$ cat src/rtl/booth_radix2_signed_multiplier_assert.svh
// Assertion macros used by the Booth multiplier top level.
// No dependencies; included by the files that carry assertions.
`ifndef BOOTH_RADIX2_SIGNED_MULTIPLIER_ASSERT_SVH
`define BOOTH_RADIX2_SIGNED_MULTIPLIER_ASSERT_SVH

// Same-cycle implication, disabled while reset is high.
`define BRSM_ASSERT_IMPL(label, clk, rst, ante, cons, msg) \
   label: assert property (@(posedge clk) disable iff (rst) (ante) |-> (cons)) \
      else $error(msg);

// Next-cycle implication, disabled while reset is high.
`define BRSM_ASSERT_NEXT(label, clk, rst, ante, cons, msg) \
   label: assert property (@(posedge clk) disable iff (rst) (ante) |=> (cons)) \
      else $error(msg);

`endif

$ cat src/rtl/brsm_pkg.sv
// Widths, Booth codes and the per-stage state type of the Booth multiplier.
// No dependencies; used by the interfaces, the stage and the top level.
package brsm_pkg;

   localparam int MULTIPLICAND_WIDTH = 16;
   localparam int MULTIPLIER_WIDTH   = 16;
   // One guard bit keeps the most negative multiplicand exact.
   localparam int ACC_WIDTH          = MULTIPLICAND_WIDTH + 1;
   localparam int PRODUCT_WIDTH      = MULTIPLICAND_WIDTH + MULTIPLIER_WIDTH;
   localparam int STAGE_COUNT        = MULTIPLIER_WIDTH;

   // Booth recoding of {current bit, previous bit}.
   localparam logic [1:0] BOOTH_ADD = 2'b01;
   localparam logic [1:0] BOOTH_SUB = 2'b10;

   typedef struct packed {
      logic [ACC_WIDTH-1:0]        acc;
      logic [MULTIPLIER_WIDTH-1:0] q;
      logic                        prev;
      logic [ACC_WIDTH-1:0]        mcand;
   } brsm_state_type;

endpackage

$ cat src/rtl/brsm_req_if.sv
// Operand channel of the Booth multiplier: valid, ready and both operands.
// Depends on brsm_pkg.
interface brsm_req_if;
   import brsm_pkg::*;

   logic                                 valid;
   logic                                 ready;
   logic signed [MULTIPLICAND_WIDTH-1:0] multiplicand;
   logic signed [MULTIPLIER_WIDTH-1:0]   multiplier;

   modport source (output valid, output multiplicand, output multiplier, input ready);
   modport sink   (input valid, input multiplicand, input multiplier, output ready);
endinterface

$ cat src/rtl/brsm_rsp_if.sv
// Product channel of the Booth multiplier: valid, ready and the product.
// Depends on brsm_pkg.
interface brsm_rsp_if;
   import brsm_pkg::*;

   logic                            valid;
   logic                            ready;
   logic signed [PRODUCT_WIDTH-1:0] product;

   modport source (output valid, output product, input ready);
   modport sink   (input valid, input product, output ready);
endinterface

$ cat src/rtl/brsm_stage.sv
// One pipeline stage of the Booth multiplier: a single recoding step and its register.
// Depends on brsm_pkg.
module brsm_stage (
   input  logic                    clock,
   input  logic                    reset,
   input  logic                    in_valid,
   output logic                    in_ready,
   input  brsm_pkg::brsm_state_type in_state,
   output logic                    out_valid,
   input  logic                    out_ready,
   output brsm_pkg::brsm_state_type out_state
);
   import brsm_pkg::*;

   logic                 valid_ff;
   logic                 valid_in;
   brsm_state_type       state_ff;
   brsm_state_type       state_in;
   logic [ACC_WIDTH-1:0] sum;

   always_comb begin
      case ({in_state.q[0], in_state.prev})
         BOOTH_SUB: sum = in_state.acc - in_state.mcand;
         BOOTH_ADD: sum = in_state.acc + in_state.mcand;
         default:   sum = in_state.acc;
      endcase
      // Arithmetic right shift across the accumulator and multiplier register.
      state_in.acc   = {sum[ACC_WIDTH-1], sum[ACC_WIDTH-1:1]};
      state_in.q     = {sum[0], in_state.q[MULTIPLIER_WIDTH-1:1]};
      state_in.prev  = in_state.q[0];
      state_in.mcand = in_state.mcand;
   end

   // The stage takes a transfer when it is empty or its contents move on.
   assign in_ready = !valid_ff || out_ready;

   always_comb begin
      if (in_ready) begin
         valid_in = in_valid;
      end else begin
         valid_in = valid_ff;
      end
   end

   always_ff @(posedge clock) begin
      if (reset) begin
         valid_ff <= 1'b0;
      end else begin
         valid_ff <= valid_in;
      end
   end

   always_ff @(posedge clock) begin
      if (in_ready && in_valid) begin
         state_ff <= state_in;
      end
   end

   assign out_valid = valid_ff;
   assign out_state = state_ff;

endmodule

$ cat src/rtl/booth_radix2_signed_multiplier.sv
// Top level of the pipelined radix-2 Booth signed multiplier.
// Depends on brsm_pkg, brsm_req_if, brsm_rsp_if, brsm_stage and the assertion header.
//
//   Channel   Direction   Payload                      Role
//   req_if    in          multiplicand, multiplier     operand pair, 16 + 16 bits signed
//   rsp_if    out         product                      exact product, 32 bits signed
//
// One Booth step per register stage, MULTIPLIER_WIDTH (16) stages in a row.
// A new operand pair is taken every cycle while the pipeline is not stalled; the product
// passes through every stage register in turn and appears on rsp_if after the last one.
// Reset clears every stage's valid bit; the operand and accumulator registers keep no reset.
// Under a stall, ready ripples back: a stage takes a transfer when it is empty or
// when its successor takes its contents, so bubbles are squeezed out and nothing is lost.
`include "booth_radix2_signed_multiplier_assert.svh"

module booth_radix2_signed_multiplier (
   input logic        clock,
   input logic        reset,
   brsm_req_if.sink   req_if,
   brsm_rsp_if.source rsp_if
);
   import brsm_pkg::*;

   logic           stage_valid [0:STAGE_COUNT];
   logic           stage_ready [0:STAGE_COUNT];
   brsm_state_type stage_state [0:STAGE_COUNT];

   // Initial Booth state: empty accumulator, multiplier loaded, previous bit zero.
   assign stage_valid[0]       = req_if.valid;
   assign req_if.ready         = stage_ready[0];
   assign stage_state[0].acc   = '0;
   assign stage_state[0].q     = req_if.multiplier;
   assign stage_state[0].prev  = 1'b0;
   assign stage_state[0].mcand = {req_if.multiplicand[MULTIPLICAND_WIDTH-1],
                                  req_if.multiplicand};

   for (genvar k = 0; k < STAGE_COUNT; k++) begin : g_stage
      brsm_stage u_stage (
         .clock     (clock),
         .reset     (reset),
         .in_valid  (stage_valid[k]),
         .in_ready  (stage_ready[k]),
         .in_state  (stage_state[k]),
         .out_valid (stage_valid[k+1]),
         .out_ready (stage_ready[k+1]),
         .out_state (stage_state[k+1])
      );

      `BRSM_ASSERT_NEXT(a_mcand_carried, clock, reset,
         stage_valid[k] && stage_ready[k],
         stage_state[k+1].mcand == $past(stage_state[k].mcand),
         "multiplicand changed between stages")
   end

   // The guard bit is dropped: the product fits the low bits of the accumulator.
   assign rsp_if.valid               = stage_valid[STAGE_COUNT];
   assign stage_ready[STAGE_COUNT]   = rsp_if.ready;
   assign rsp_if.product = {stage_state[STAGE_COUNT].acc[MULTIPLICAND_WIDTH-1:0],
                            stage_state[STAGE_COUNT].q};

   `BRSM_ASSERT_IMPL(a_full_when_blocked, clock, reset,
      !req_if.ready,
      stage_valid[1] && stage_valid[STAGE_COUNT],
      "operand channel blocked with an empty stage")
   `BRSM_ASSERT_IMPL(a_guard_bit, clock, reset,
      rsp_if.valid,
      stage_state[STAGE_COUNT].acc[ACC_WIDTH-1] == stage_state[STAGE_COUNT].acc[ACC_WIDTH-2],
      "product overflowed the guard bit")
   `BRSM_ASSERT_IMPL(a_zero_mcand, clock, reset,
      rsp_if.valid && (stage_state[STAGE_COUNT].mcand == '0),
      rsp_if.product == '0,
      "zero multiplicand gave a nonzero product")

endmodule
$ cat src/flat_wrapper.sv
// flat-port wrapper written by rule: the top's interface ports become plain ports
module booth_radix2_signed_multiplier_flat import brsm_pkg::*;
  (clock, reset, req_if_valid, req_if_multiplicand, req_if_multiplier, req_if_ready, rsp_if_valid, rsp_if_product, rsp_if_ready);
  brsm_req_if req_if_i ();
  brsm_rsp_if rsp_if_i ();
  input logic clock;
  input logic reset;
  input wire logic [$bits(req_if_i.valid)-1:0] req_if_valid;
  input wire logic [$bits(req_if_i.multiplicand)-1:0] req_if_multiplicand;
  input wire logic [$bits(req_if_i.multiplier)-1:0] req_if_multiplier;
  output wire logic [$bits(req_if_i.ready)-1:0] req_if_ready;
  output wire logic [$bits(rsp_if_i.valid)-1:0] rsp_if_valid;
  output wire logic [$bits(rsp_if_i.product)-1:0] rsp_if_product;
  input wire logic [$bits(rsp_if_i.ready)-1:0] rsp_if_ready;
  assign req_if_i.valid = req_if_valid;
  assign req_if_i.multiplicand = req_if_multiplicand;
  assign req_if_i.multiplier = req_if_multiplier;
  assign req_if_ready = req_if_i.ready;
  assign rsp_if_valid = rsp_if_i.valid;
  assign rsp_if_product = rsp_if_i.product;
  assign rsp_if_i.ready = rsp_if_ready;
  booth_radix2_signed_multiplier u_core (.clock(clock), .reset(reset), .req_if(req_if_i), .rsp_if(rsp_if_i));
endmodule
$ cat config.mk
export PLATFORM = sky130hd
export DESIGN_NAME = booth_radix2_signed_multiplier_flat
export DESIGN_NICKNAME = d
export VERILOG_FILES = /design/src/rtl/brsm_pkg.sv /design/src/rtl/brsm_req_if.sv /design/src/rtl/brsm_rsp_if.sv /design/src/rtl/brsm_stage.sv /design/src/rtl/booth_radix2_signed_multiplier.sv /design/src/flat_wrapper.sv
export VERILOG_INCLUDE_DIRS = /design/src /design/src/rtl
export SDC_FILE = /design/constraint.sdc
export NUM_CORES = 2
export LEC_CHECK = 0
export ABC_AREA = 1
export CORE_ASPECT_RATIO = 1.25
export CORE_MARGIN = 3
export CORE_UTILIZATION = 55
export DETAILED_ROUTE_END_ITERATION = 10
export DONT_BUFFER_PORTS = 1
export GPL_ROUTABILITY_DRIVEN = 1
export PLACE_DENSITY = 0.71
export SLEW_MARGIN = 40
export SYNTH_ARGS = -nofsm -noshare
export SYNTH_HDL_FRONTEND = slang
export SYNTH_SLANG_ARGS = --single-unit
$ cat constraint.sdc
create_clock -name clock -period 9.1 [get_ports clock]
set_input_delay 1.365 -clock clock [delete_from_list [all_inputs] [get_ports clock]]
set_output_delay 1.365 -clock clock [all_outputs]
set_load 0.01 [all_outputs]
==> impl_metrics.env <==
export IMPL_drc_errors=0
export IMPL_synth_compound_area_share_pct=8.939
export IMPL_cts_hold_buf=0
export IMPL_dieArea_um2=82500
export IMPL_synth_edf_count=767
export IMPL_avgViaCountPerCell=5.431
export IMPL_cap_violations=0
export IMPL_register_area_um2=23350
export IMPL_dpl_hpwl_um=69330
export IMPL_antenna_left=0
export IMPL_syn_cell_area_um2=43490
export IMPL_relSlewSlack_pct=47.16
export IMPL_tightest_slew_ps=792.6
export IMPL_path_buf_inv=1
export IMPL_arrival_ps=2830
export IMPL_powerDensity_nw_per_um2=163.9
export IMPL_endpoint_kind="output port"
export IMPL_finalClockSkew_ps=26.99
export IMPL_antenna_found_initial=0
export IMPL_hold_path_class="reg -> reg"
export IMPL_htree_levels=3
export IMPL_io_buffers=0
export IMPL_finalPower_mw=7.789
export IMPL_timing_fmax_mhz=238.4
export IMPL_cts_root_buf="clkbuf_16"
export IMPL_cts_tree="yes"
export IMPL_synth_simple_area_share_pct=19.39
export IMPL_area_growth_synth_to_final_pct=9.270
export IMPL_clkLatencyLatePin_ps=640
export IMPL_placed_area_um2=44780
export IMPL_track_usage_pct=22.28
export IMPL_hold_slack_ps=413.1
export IMPL_synth_cells=4548
export IMPL_synthAdderAreaFrac_pct=8.488
export IMPL_firstDrtPassIters=6
export IMPL_netlist_area_leader_share_pct=52.96
export IMPL_cts_made_buffers=82
export IMPL_grt_pass1_wl_um=149000
export IMPL_synth_nets=4870
export IMPL_synthTopCellsByCount="1066 x nand2_1, 767 x edfxtp_1, 461 x inv_1, 356 x a21oi_1, 353 x nor2_1"
export IMPL_place_inst=5547
export IMPL_multiInputGateArea_um2=18140
export IMPL_period_needed_ps=4194
export IMPL_drt_wl_total_um=92210
export IMPL_final_cells=5693
export IMPL_final_period_utilization_pct=46.09
export IMPL_ys_dominant_reg_cell="edfxtp_1"
export IMPL_dr_first_iter_drc_count=2173
export IMPL_grt_pass1_vias=29220
export IMPL_hold_viol_final=0
export IMPL_cp_slowest_cell="nor2_4"
export IMPL_vias=30920
export IMPL_post_cts_buffers=0
export IMPL_fin_area_um2=47520
export IMPL_yosys_area_share_xor_xnor_pct=4.753
export IMPL_synth_cell_type_count=38
export IMPL_synth_seq_cells=783
export IMPL_synth_top_family_by_area="simple AND/OR/NAND/NOR gates"
export IMPL_rows=114
export IMPL_final_nets=4909
export IMPL_drive_gt1_share_pct=5.614
export IMPL_path_depth=8
export IMPL_wl_per_cell_um=16.20
export IMPL_critPathLaunchType="input port"
export IMPL_routabilityCongestion=0.8920
export IMPL_hold_depth=0
export IMPL_p_leak_nw=19.81
export IMPL_outcome="finished clean"
export IMPL_worstPathCellList="inv_1, nand4_4, nor3_4, nand4_2, nor2_4, nand4_4, nor2_4, nand4_2"
export IMPL_yosys_top_cells_area="edfxtp_1 53%, nand2_1 9.2%, ha_1 7.8%"
export IMPL_yosys_warnings=0
export IMPL_gr_total_overflow=0
export IMPL_required_ps=7740
export IMPL_clock_sinks=783
export IMPL_synthArstFlopShare_pct=0
export IMPL_clockBufferDepth=3
export IMPL_die_h_um=320.4
export IMPL_start_util_pct=55.84
export IMPL_setup_violations=0
export IMPL_worstPathMaxFanout=5
export IMPL_clk_transition_reported_paths_ps=60
export IMPL_core_area_um2=77880
export IMPL_reg2reg_depth=17
export IMPL_cp_top_family="simple AND/OR/NAND/NOR gates"
export IMPL_diodes=0
export IMPL_final_util_pct=61.01
export IMPL_pre_cts_ws_ps=4838
export IMPL_fill_cells=6455
export IMPL_ioPinCount=70
export IMPL_yosysSeqAreaShare_pct=53.70
export IMPL_avgSynthCellArea_um2=9.562
export IMPL_netlist_top_cell_by_area="edfxtp_1"
export IMPL_worst_slack_ps=4906
export IMPL_maxSlewViolCount=0
export IMPL_rsz0062_at_grt="no"
export IMPL_crit_type="in -> out"
export IMPL_dieWidth_um=257.5
export IMPL_cpPeakStageDelay_ps=290
export IMPL_synth_area_mux_share_pct=0
export IMPL_peakVddDrop_mv=0.2350
export IMPL_grt_max_degree=50
export IMPL_finalSetupTns_ps=0
export IMPL_yosysMostFrequentCell="nand2_1"
export IMPL_cts_resized=0
[flip-flops by register name (all words and copies together) (netlist names)]
signal / cells
u_core.g_stage.u_stage.out_state: 767
u_core.g_stage.u_stage.out_valid: 16
[power breakdown]
| group | internal [mW] | total [mW] | switching, mW |
|---|---|---|---|
| Sequential | 3.97 | 4.00 | 0.0302 |
| Combinational | 0.130 | 0.360 | 0.230 |
| Clock | 2.02 | 3.43 | 1.40 |
| Total | 6.13 | 7.79 | 1.66 |
[per-layer routing]
metal  vias up  global-route usage [%]  share of wire, %
met5         -                       0                 0
met4         0                   6.718               2.4
met3       152                   2.614               4.1
met2       663                   40.11                51
met1     14430                   28.23                43
li1      15670                       -                 -
[cell usage in the layout (no fill, tap or decap), drive strengths merged, types with 21 or more instances in the layout]
cell	Yosys	routed
edfxtp	767	767
nor2	359	359
xor2	170	170
nand4	35	35
nand3	282	282
ha	271	271
a21oi	357	357
clkinv	9	39
clkbuf	65	98
o21ai	275	275
a21o	25	25
or2	107	107
buf	1	21
nand2	1066	1066
o21a	28	28
nor3	88	88
inv	473	476
xnor2	66	66
[path summary, 6_finish.rpt]
kind	slack (ps)	from	endpoint
worst max-delay path	4910	rsp_if_ready	req_if_ready
worst min-delay path	410	u_core.g_stage[13].u_stage.out_state[27]$_DFFE_PP_	u_core.g_stage[14].u_stage.out_state[26]$_DFFE_PP_
worst max register to register	5550	u_core.g_stage[9].u_stage.out_state[18]$_DFFE_PP_	u_core.g_stage[10].u_stage.out_state[43]$_DFFE_PP_
worst min register to register	410	u_core.g_stage[13].u_stage.out_state[27]$_DFFE_PP_	u_core.g_stage[14].u_stage.out_state[26]$_DFFE_PP_
[layout make-up]
| class | instances | area share, % |
|---|---|---|
| Tap cell | 1044 | 2.749 |
| Clock buffer | 98 | 4.579 |
| Timing Repair Buffer | 21 | 0.3476 |
| Multi-Input combinational cell | 3217 | 38.19 |
| Sequential cell | 783 | 49.14 |
| Inverter | 482 | 3.818 |
| Clock inverter | 48 | 1.177 |
[cells by family after synthesis]
group	Yosys count
compound gates	729
xor+xnor	236
fa+ha+maj	286
buf+inv	548
flops	783
simple gates	1966
Note: power is estimated with default switching activity, not from simulation.
